$ cat src/rtl/core/csp_pkg.sv
package csp_pkg;

  localparam int unsigned LOAD_FACTOR = 8;

  localparam int unsigned TopicsW   = 20;
  localparam int unsigned CapW      = 40;
  localparam int unsigned CountW    = 31;
  localparam int unsigned UsedW     = 48;
  localparam int unsigned SliceW    = 24;
  localparam int unsigned CfgIndexW = 2;
  localparam int unsigned CfgDataW  = 40;

  localparam logic [CfgIndexW-1:0] RegNumTopics    = 2'd0;
  localparam logic [CfgIndexW-1:0] RegModelCapacity = 2'd1;
  localparam logic [CfgIndexW-1:0] RegAliasCapacity = 2'd2;
  localparam logic [CfgIndexW-1:0] RegDeltaCapacity = 2'd3;

  localparam logic [TopicsW-1:0] NumTopicsReset = 20'd1024;

  localparam logic [UsedW-1:0] ModelThrMul  = UsedW'(2 * LOAD_FACTOR);
  localparam logic [UsedW-1:0] DeltaThrMul  = UsedW'(4 * LOAD_FACTOR);
  localparam logic [UsedW-1:0] ModelSparseMul = UsedW'(4 * LOAD_FACTOR);
  localparam logic [UsedW-1:0] DeltaSparseMul = UsedW'(8 * LOAD_FACTOR);
  localparam logic [UsedW-1:0] AliasSparseMul = UsedW'(12);

  function automatic logic [UsedW-1:0] sat_add(input logic [UsedW-1:0] a,
                                               input logic [UsedW-1:0] b);
    logic [UsedW:0] s;
    s = {1'b0, a} + {1'b0, b};
    return s[UsedW] ? {UsedW{1'b1}} : s[UsedW-1:0];
  endfunction

endpackage

$ cat src/rtl/core/capacity_slice_partitioner.sv
// Channel  Role    Handshake                  Payload
// -------  ------  -------------------------  ------------------------------------------------
// in       sink    in_valid_i / in_ready_o    global_count_i, local_count_i, block_start_i
// out      source  out_valid_o / out_ready_i  slice_break_o, slice_number_o, model/alias/delta_used_o
// cfg      sink    cfg_valid_i / cfg_ready_o  cfg_index_i, cfg_data_i
//
// One word per cycle sustained while the output is not stalled.
// The word is held in an input register, then sizes, offsets and the slice
// decision are formed and committed to the offset registers as the result loads.
// Reset clears offsets, slice count and capacities and sets the topic count to 1024.
// A stalled result holds the input register full; ready drops only then.
module capacity_slice_partitioner
  import csp_pkg::*;
(
  input  logic                 clk_i,
  input  logic                 rst_ni,
  input  logic                 in_valid_i,
  output logic                 in_ready_o,
  input  logic [CountW-1:0]    global_count_i,
  input  logic [CountW-1:0]    local_count_i,
  input  logic                 block_start_i,
  output logic                 out_valid_o,
  input  logic                 out_ready_i,
  output logic                 slice_break_o,
  output logic [SliceW-1:0]    slice_number_o,
  output logic [UsedW-1:0]     model_used_o,
  output logic [UsedW-1:0]     alias_used_o,
  output logic [UsedW-1:0]     delta_used_o,
  input  logic                 cfg_valid_i,
  output logic                 cfg_ready_o,
  input  logic [CfgIndexW-1:0] cfg_index_i,
  input  logic [CfgDataW-1:0]  cfg_data_i
);

  logic [TopicsW-1:0] topics_q;
  logic [CapW-1:0]    model_cap_q, alias_cap_q, delta_cap_q;

  logic               s1_valid_q;
  logic [CountW-1:0]  gc_q, lc_q;
  logic               start_q;

  logic               out_valid_q, brk_q;
  logic [UsedW-1:0]   model_acc_q, alias_acc_q, delta_acc_q;
  logic [UsedW-1:0]   model_acc_d, alias_acc_d, delta_acc_d;
  logic [SliceW-1:0]  slice_cnt_q, slice_cnt_d;

  logic               advance;
  logic [UsedW-1:0]   gc_w, lc_w, t_w;
  logic [UsedW-1:0]   msz, asz, dsz;
  logic [UsedW-1:0]   m_base, a_base, d_base;
  logic [UsedW-1:0]   mo, ao, dof;
  logic [SliceW-1:0]  cnt_base;
  logic               brk_d;

  assign cfg_ready_o = 1'b1;

  always_ff @(posedge clk_i or negedge rst_ni) begin
    if (!rst_ni) begin
      topics_q    <= NumTopicsReset;
      model_cap_q <= '0;
      alias_cap_q <= '0;
      delta_cap_q <= '0;
    end else if (cfg_valid_i) begin
      case (cfg_index_i)
        RegNumTopics:     topics_q    <= cfg_data_i[TopicsW-1:0];
        RegModelCapacity: model_cap_q <= cfg_data_i[CapW-1:0];
        RegAliasCapacity: alias_cap_q <= cfg_data_i[CapW-1:0];
        RegDeltaCapacity: delta_cap_q <= cfg_data_i[CapW-1:0];
        default: ;
      endcase
    end
  end

  assign advance    = s1_valid_q && (out_ready_i || !out_valid_q);
  assign in_ready_o = !s1_valid_q || advance;

  always_ff @(posedge clk_i or negedge rst_ni) begin
    if (!rst_ni) begin
      s1_valid_q <= 1'b0;
    end else if (in_ready_o) begin
      s1_valid_q <= in_valid_i;
    end
  end

  always_ff @(posedge clk_i) begin
    if (in_valid_i && in_ready_o) begin
      gc_q    <= global_count_i;
      lc_q    <= local_count_i;
      start_q <= block_start_i;
    end
  end

  // gc > floor(T/D) holds exactly when gc*D > T
  always_comb begin
    gc_w = UsedW'(gc_q);
    lc_w = UsedW'(lc_q);
    t_w  = UsedW'(topics_q);

    msz = (gc_w * ModelThrMul > t_w) ? (t_w << 2) : gc_w * ModelSparseMul;
    asz = ((gc_w << 1) + gc_w > (t_w << 1)) ? (t_w << 3) : gc_w * AliasSparseMul;
    dsz = (lc_w * DeltaThrMul > t_w) ? (t_w << 2) : lc_w * DeltaSparseMul;

    m_base   = start_q ? '0 : model_acc_q;
    a_base   = start_q ? '0 : alias_acc_q;
    d_base   = start_q ? '0 : delta_acc_q;
    cnt_base = start_q ? '0 : slice_cnt_q;

    mo  = sat_add(m_base, msz);
    ao  = sat_add(a_base, asz);
    dof = sat_add(d_base, dsz);

    brk_d = (mo > UsedW'(model_cap_q)) || (ao > UsedW'(alias_cap_q)) ||
            (dof > UsedW'(delta_cap_q));

    if (brk_d) begin
      model_acc_d = msz;
      alias_acc_d = asz;
      delta_acc_d = dsz;
      slice_cnt_d = (cnt_base == {SliceW{1'b1}}) ? cnt_base : cnt_base + 1'b1;
    end else begin
      model_acc_d = mo;
      alias_acc_d = ao;
      delta_acc_d = dof;
      slice_cnt_d = cnt_base;
    end
  end

  always_ff @(posedge clk_i or negedge rst_ni) begin
    if (!rst_ni) begin
      out_valid_q <= 1'b0;
      model_acc_q <= '0;
      alias_acc_q <= '0;
      delta_acc_q <= '0;
      slice_cnt_q <= '0;
    end else begin
      if (advance) begin
        out_valid_q <= 1'b1;
        model_acc_q <= model_acc_d;
        alias_acc_q <= alias_acc_d;
        delta_acc_q <= delta_acc_d;
        slice_cnt_q <= slice_cnt_d;
      end else if (out_ready_i) begin
        out_valid_q <= 1'b0;
      end
    end
  end

  always_ff @(posedge clk_i) begin
    if (advance) begin
      brk_q <= brk_d;
    end
  end

  assign out_valid_o    = out_valid_q;
  assign slice_break_o  = brk_q;
  assign slice_number_o = slice_cnt_q;
  assign model_used_o   = model_acc_q;
  assign alias_used_o   = alias_acc_q;
  assign delta_used_o   = delta_acc_q;

endmodule
$ cat config.mk
export PLATFORM = sky130hd
export DESIGN_NAME = capacity_slice_partitioner
export DESIGN_NICKNAME = d
export VERILOG_FILES = /design/src/rtl/core/csp_pkg.sv /design/src/rtl/core/capacity_slice_partitioner.sv
export SDC_FILE = /design/constraint.sdc
export NUM_CORES = 1
export LEC_CHECK = 0
export CORE_ASPECT_RATIO = 0.8
export CORE_MARGIN = 2
export CORE_UTILIZATION = 60
export CTS_BUF_LIST = sky130_fd_sc_hd__clkbuf_4
export DETAILED_ROUTE_END_ITERATION = 8
export DONT_BUFFER_PORTS = 1
export MAX_ROUTING_LAYER = met4
export PLACE_DENSITY = 0.76
export SLEW_MARGIN = 30
export SYNTH_ARGS = -nofsm -noshare
export SYNTH_HDL_FRONTEND = slang
export SYNTH_SLANG_ARGS = --single-unit
$ cat constraint.sdc
create_clock -name clk_i -period 11.3 [get_ports clk_i]
set_clock_uncertainty 0.05 [all_clocks]
set_input_delay 1.13 -clock clk_i [delete_from_list [all_inputs] [get_ports clk_i]]
set_output_delay 1.13 -clock clk_i [all_outputs]
set_load 0.05 [all_outputs]
After elaboration in Yosys (flattened, before gate mapping)
Index checks and enable logic that the tools add are counted.

word-level totals
  bits in registers = 374
  bits of input ports = 110
  output and inout bits = 172
  logic and storage cells = 61

cells by class
  $add $sub $neg = 5
  $mul = 1
  order comparisons = 6
  equal/unequal tests = 4
  multiplexer cells = 17
  reduce and logical (&&, ||, !) cells = 14

operator list
  kind                                                number
  two-way mux 48 bit                                  9
  greater-than comparator 48 x 40 -> 1 bit            3
  two-way mux 24 bit                                  3
  adder 48 x 35 -> 49 bit                             1
  adder 48 x 36 -> 49 bit                             1
  adder 48 x 37 -> 49 bit                             1
  two-way mux 37 bit                                  1
  greater-than comparator 36 x 20 -> 1 bit            1
  two-way mux 36 bit                                  1
  greater-than comparator 35 x 20 -> 1 bit            1
  two-way mux 35 bit                                  1
  adder 32 x 31 -> 33 bit                             1
  greater-than comparator 33 x 21 -> 1 bit            1
  multiplier 31 x 2 -> 33 bit, second input constant  1
  adder 24 x 1 -> 24 bit, second input constant       1
  == test 24 bit, second input constant               1
  AND reduction 2 bit                                 4
  == test 2 bit, second input constant                2
  logical OR 1 bit                                    4
  == test 2 x 1 -> 1 bit, second input constant       1
  logical AND 1 bit                                   2
  logical NOT 1 bit                                   2
  logical NOT 2 bit                                   1
  two-way mux 1 bit                                   2
  nonzero test 2 bit                                  1

Logic depth before layout (Yosys ltp)
Gate-level depths: netlist of run 1.

  depth after elaboration = 9
  gate-level depth with buffers = 55
  mapped depth without buffers = 52

Worst setup path after synthesis of run 1
OpenSTA, ideal clock, no wires.

  path kind = flip-flop to flip-flop
  from = register gc_q[5]
  to = register slice_cnt_q[9] (netlist: slice_number_o[9])
  setup time = 141 ps
  arrival = 10038 ps
  required time = 11109 ps
  path slack = 1071 ps
  stages on the path, launching flop included = 54
  buffers on the path = 3
  path through = edfxtp_1 > ha_1 > a21o_1 > a21oi_1 > o22ai_1 > a211oi_1 > nand2b_1 > o21bai_1 > a21o_1 > a21oi_1 > xnor2_1 > ha_1 > nand4_1 > nor3_1 > nand3_1 > nand2_1 > o211ai_1 > a31oi_1 > [... 18 more ...] > inv_1 > ha_1 > a21oi_1 > o21ai_0 > a221o_1 > nor4_1 > a21oi_1 > a2111o_1 > a2111oi_2 > nand4_1 > nor4_1 > nand4_1 > nor2_4 > inv_2 > buf_4 > clkbuf_1 > nand4_1 > o311ai_1

on the way
  longest elaborated chain between the ends = 9

ends and longest elaborated chain
  element                                                                          line                               source
  start, declared                                                                  capacity_slice_partitioner.sv:39   logic [CountW-1:0] gc_q, lc_q;
  start signal, assigned                                                           capacity_slice_partitioner.sv:87   gc_q <= global_count_i;
  parallel branches: the longest is 6 deep, another holds adder 48 x 35 -> 49 bit  -
  logical OR 1 bit * (2 in series)                                                 capacity_slice_partitioner.sv:112  brk_d = (mo > UsedW'(model_cap_q)) || (ao > UsedW'(alias_cap_q)) ||
  two-way mux 24 bit *                                                             capacity_slice_partitioner.sv:115  if (brk_d) begin
  end signal, assigned                                                             capacity_slice_partitioner.sv:141  slice_cnt_q <= slice_cnt_d;
  end, declared                                                                    capacity_slice_partitioner.sv:45   logic [SliceW-1:0] slice_cnt_q, slice_cnt_d;

Every way passes the cells marked *.
A chain may end at the register's enable or synchronous reset.

Final worst setup path of run 1
  from = register gc_q[1]
  to = register delta_acc_q[0] (netlist: delta_used_o[0])

on the way
  longest elaborated chain between the ends = 9

ends and longest elaborated chain
  element                                                                          line                               source
  parallel branches: the longest is 6 deep, another holds adder 48 x 35 -> 49 bit  -
  logical OR 1 bit * (2 in series)                                                 capacity_slice_partitioner.sv:112
  two-way mux 48 bit *                                                             capacity_slice_partitioner.sv:115
  end signal, assigned                                                             capacity_slice_partitioner.sv:140  delta_acc_q <= delta_acc_d;
  end, declared                                                                    capacity_slice_partitioner.sv:43   logic [UsedW-1:0] model_acc_q, alias_acc_q, delta_acc_q;

Marks and branches as above.

==> metrics.txt, run 1 <==
routability congestion estimate=1.05; M2 GR Usage=0.575; area grow syn2layout=11.7%; antenna violations before repair=11; layout cells sized above 1=0.151; leakage power=about 15 nW; post-synthesis average cell area=roughly 8.6 sq um; Row Count=between 70 and 80; commonest non-fill, non-tap cell in the layout=nand2_1; RSZ-0062 raised after global routing=yes; max-slew violations=0; dominant cells by area after synthesis=dfrtp_1 26%, ha_1 14%, edfxtp_1 6.5%; setup TNS=0 ns; ys async rst share=0.829; Worst setup EP type=flop; worst path required time=between 10 and 15 ns; total power=about 0.0073 W; Main synth FF type=dfrtp_1; Critical R2R Capture=delta_used_o[0]; Die Y=between 200 and 250 um; Die X=251 um; Clock Sinks=between 300 and 400; CP delay by family, top=compound AO/OA/AOI/OAI gates; Final nets=3948; Final ANT Viol Nets=0; grt ovf=0; warnings from Yosys=0; reg-to-reg slack, setup=0.22 ns; dpl cells=3987; cells after synthesis=3400; max incr delay on CP=~0.43 ns; hpwl dp=about 79000 um; vias per std cell=around 6.5; post-synthesis cell area=between 20000 and 30000 sq um; critical path class=flop to flop; worst r2r src=gc_q[1]; Post-synth EDFFs=64; Cell variety after synth=between 80 and 90; power density over cell area=around 220 nW/um^2; port bufs=0; Startpoint Class=flop; met3 Use GR=0.139; first-pass GRT wire length=approximately 150000 um; Max-cap violations=0; status=completed; Worst EP arrival=between 10 and 15 ns; 1st-iter DRT viols=~3000; gr usage total=0.410; Seq/Total Area, Yosys=0.330; slowest CP cell=edfxtp_1; CTS Buf Count=104; post-DR wirelength/cell=roughly 25 um; Initial DRT Pass Iterations=7; Slew headroom=0.367; hold crit path type=input port to async pin; vias in the first global route=around 26000; worst-skew pair later-pin latency=~0.94 ns; Hold Slack=0.0745 ns; CTS tree=yes; Tmin final=between 10 and 15 ns; FF+latch count, synth=around 370; via count=approximately 28000; most frequent cells in the layout=460 x nand2_1, 309 x dfrtp_1, 308 x ha_1, 216 x inv_1, 207 x a21oi_1; final WL=106000 um; Post-Layout Cell Count=roughly 4200; clock slew at reported path FFs=approximately 0.080 ns; H-tree levels=3; crit path max fanout=6; Root Driver=clkbuf_4; Initial Util=0.607; worst-margin pin slew=~0.95 ns; worst-case clock buffer depth=3; grt met1 use=0.551; DR DRC count=0; placed inst area=roughly 30000 sq um; Yosys top cell by area=dfrtp_1; die area=between 50000 and 60000 sq um; worst reg2reg path depth=53; core footprint=between 40000 and 50000 sq um; final instance area=32800 sq um; Buf/Inv on CP=8; FMAX=90.3 MHz; busiest grt layer=met2; # setup viols final=0; final period utilization=0.980; I/O Pins=about 280; Peak VDD IR=about 0.00015 V; top-area cell type share of the netlist area=0.263; final hold vios=0; largest net degree at the start of global routing=between 300 and 400; Top cell by count, worst path=nand4_1
## worst max path at each step
stage	from	endpoint	depth (start not counted)
after detailed placement	gc_q[1]	alias_used_o[14]	53
after floorplan	gc_q[5]	slice_number_o[9]	53
final	gc_q[1]	delta_used_o[0]	53
after global routing	gc_q[1]	model_used_o[2]	53
after global placement	gc_q[6]	alias_used_o[16]	53
after CTS	gc_q[1]	slice_number_o[2]	52
## metal layers
| metal | up-vias | wire length [um] | share of wire |
|---|---|---|---|
| li1 | 12500 | - | - |
| met1 | 13400 | 44400 | 0.42 |
| met2 | 1602 | 44000 | 0.42 |
| met3 | 270 | 13300 | 0.13 |
| met4 | 0 | 4140 | 0.039 |
| met5 | - | 0 | 0 |
## registers in the layout (all words and copies together), names as in the netlist
signal          count
alias_used_o       48
slice_number_o     24
delta_used_o       48
topics_q           20
alias_cap_q        40
model_used_o       48
out_valid_o         1
lc_q               31
s1_valid_q          1
slice_break_o       1
delta_cap_q        40
start_q             1
gc_q               31
model_cap_q        40
## power breakdown
| part | switching, W | internal [W] | leakage (nW) | total [W] |
|---|---|---|---|---|
| Combinational | 0.00200 | 0.00141 | 9.92 | 0.00341 |
| Sequential | 0.000979 | 0.00165 | 4.47 | 0.00263 |
| Clock | 0.000657 | 0.000608 | 0.756 | 0.00126 |
## cell type report
class	instances	area, sq um
Fill cell	3984	15600
Multi-Input combinational cell	2680	18800
Timing Repair Buffer	132	1370
Antenna cell	16	40.0
Sequential cell	374	9680
Inverter	220	833
Clock inverter	52	279
Clock buffer	135	1010
Tap cell	629	787
## cells in the mapped netlist (all sizes together) (13+ instances only)
master    n
a221o    13
inv     219
nor3     47
a21o     59
o21bai   22
nor2b   136
o21a     18
dfrtp   309
nor4     21
nand2   466
clkbuf  108
xor2     56
ha      322
mux2    155
a31oi    38
o21ai   202
and2     43
nand2b   27
nor2    145
nand4    89
buf      44
o211ai   28
o31ai    17
edfxtp   64
xnor2    73
a21oi   217
mux2i    34
a211oi   37
and3     23
nand3   185
## cell families (layout without fill, tap and decap cells)
group                    after synthesis  after routing  share of synthesized area
adder cells (fa/ha/maj)              326            326                      0.140
AND/OR/NAND/NOR                     1244           1244                      0.207
XOR/XNOR                             129            129                     0.0385
other                                  2             44                   0.000256
AO/OA/AOI/OAI                        764            764                      0.164
multiplexers                         189            189                     0.0710
buffers and inverters                372            539                     0.0495
flip-flops                           374            374                      0.330
## through the flow
step                      worst slack [ns]   util
after floorplan                       1.07      -
after global placement             -0.0517  0.628
after detailed placement            -0.529  0.628
after CTS                          0.00270  0.658
after global routing                -0.283  0.678
final                                0.221  0.678
## repair_timing
item                                    4_1_cts  5_1_grt
pin swaps                                     3       29
hold buffers                                  2        0
resized for setup                            12      108
endpoints found under the hold margin       309        0
endpoints found under the setup margin      145      145
setup buffers                                10       24
cloned                                        0       10
(Power assumes the default switching activity.)
==> inputs of run 2 (changes only) <==
--- a/config.mk
+++ b/config.mk
@@ -5,14 +5,14 @@
 export SDC_FILE = /design/constraint.sdc
 export NUM_CORES = 1
 export LEC_CHECK = 0
+export BUFFER_PORTS_ARGS = -buffer_cell sky130_fd_sc_hd__buf_2
 export CORE_ASPECT_RATIO = 0.8
 export CORE_MARGIN = 2
 export CORE_UTILIZATION = 60
 export CTS_BUF_LIST = sky130_fd_sc_hd__clkbuf_4
 export DETAILED_ROUTE_END_ITERATION = 8
-export DONT_BUFFER_PORTS = 1
 export MAX_ROUTING_LAYER = met4
-export PLACE_DENSITY = 0.76
+export PLACE_DENSITY = 0.81
 export SLEW_MARGIN = 30
 export SYNTH_ARGS = -nofsm -noshare
 export SYNTH_HDL_FRONTEND = slang
==> metrics.txt, run 2 (synthesis gave the netlist of run 1 again) <==
Slew headroom=0.319; worst r2r src=gc_q[1]; Peak VDD IR=0.000173 V; status=completed; highest metal used=met4; worst path required time=approximately 12 ns; Initial Util=0.607; Max-cap violations=0; Die X=~250 um; worst reg2reg path depth=52; commonest non-fill, non-tap cell in the layout=nand2_1; clock slew at reported path FFs=0.07 ns; Die Y=a little over 200 um; worst-margin pin slew=1.02 ns; hold_buf cts=0; reg-to-reg slack, setup=0.30 ns; leakage power=16.1 nW; most frequent cells in the layout=465 x nand2_1, 317 x ha_1, 309 x dfrtp_1, 280 x buf_2, 217 x inv_1; layout cells sized above 1=0.196; critical path class=flop to flop; post-DR wirelength/cell=22.2 um; first-pass GRT wire length=about 150000 um; area grow syn2layout=14.3%; Top cell by count, worst path=nand4_1; FMAX=slightly above 90 MHz; 1st-iter DRT viols=3259; Final ANT Viol Nets=0; Worst setup EP type=flop; final hold vios=0; Final Util=0.694; final WL=between 90000 and 100000 um; vias per std cell=about 6.3; met3 wire length=roughly 12000 um; Startpoint Class=flop; worst-case clock buffer depth=3; H-tree levels=3; Final nets=about 4200; dpl cells=around 4300; Root Driver=clkbuf_4; slowest CP cell=edfxtp_1; final period utilization=0.973; grt ovf=0; port bufs=280; gr usage total=0.394; Clock Sinks=374; # setup viols final=0; via count=between 20000 and 30000; DR DRC count=0; hold crit path type=input port to async pin; Tmin final=between 10 and 15 ns; Row Count=between 70 and 80; vias in the first global route=approximately 26000; Met2 Routed Length=41500 um; max incr delay on CP=just over 0.4 ns; CTS tree=yes; core footprint=about 48000 sq um; Initial DRT Pass Iterations=6; largest net degree at the start of global routing=roughly 160; worst-skew pair later-pin latency=0.93 ns; power density over cell area=~220 nW/um^2; hpwl dp=between 70000 and 80000 um; Post-Layout Cell Count=4468; crit path max fanout=8; antenna violations before repair=6; max-slew violations=0; I/O Pins=282; Fillers=between 3000 and 4000; wl on met1=roughly 42000 um; die area=between 50000 and 60000 sq um; routability congestion estimate=1.05; CP Launch Point=gc_q[1]; CTS Buf Count=~100; setup TNS=0 ns; Worst EP arrival=between 10 and 15 ns
[run 2: cell count changes in the layout (fill, tap and decap cells not counted), moves of 7 or more]
cell,delta
buf_2,+280
buf_4,-14
diode_2,-10
ha_1,+9
clkinv_2,-7
ha_4,-7
[run 2: layout make-up]
class	count	area [sq um]	share of cell area
clock buffer	135	1010	0.0302
multi-input combinational	2680	18600	0.555
clock inverter	41	264	0.00786
inverter	220	831	0.0247
sequential	374	9680	0.288
tap	629	787	0.0234
antenna	6	15.0	0.000447
timing repair buffer	383	2360	0.0702
[run 2: metrics by stage]
stage	hold slack [ns]	setup slack [ns]	power, W	area [sq um]
3_5_place_dp	0.437	-0.479	0.00576	31800
3_3_place_gp	0.423	-0.0155	0.00568	31800
4_1_cts	0.177	0.0154	0.00708	33200
5_1_grt	0.215	-0.117	0.00769	33600
6_report	0.192	0.305	0.00726	33600
2_1_floorplan	0.407	1.07	0.00465	29500
[run 2: critical path, delay by kind of cell, from the launching register on]
kind | cells | cell delay (ns)
compound gates | 20 | 4.66
buf+inv | 6 | 0.87
fa+ha+maj | 5 | 1.48
mux | 1 | 0.31
xor+xnor | 2 | 0.37
flops | 1 | 0.41
simple gates | 18 | 2.67
[run 2: layer usage]
metal  up-vias  track usage
li1      13000            -
met1     13300        0.546
met2      1669        0.552
met3       263        0.103
met4         0        0.147
met5         -            -
[run 2: where the power goes]
part           leakage (nW)  switching, W  internal (W)
clock network         0.748      0.000625      0.000643
logic                  10.9       0.00265       0.00141
registers              4.47      0.000268       0.00167
total                  16.1       0.00354       0.00372
[run 2: path summary, 6_finish.rpt]
check	to
max in group asynchronous	model_used_o[30]
hold / removal	out_valid_o
min in group clk_i	gc_q[6]
setup reg to reg	slice_number_o[7]
setup / recovery	slice_number_o[7]
hold reg to reg	delta_used_o[10]
[run 2: timing repair]
item / 4_1_cts / 5_1_grt
setup endpoints to repair: 145 / 145
gates cloned: 1 / 2
gates resized for setup: 13 / 43
pin swaps: 5 / 25
buffers inserted: 6 / 13
hold endpoints to repair: 0 / 0
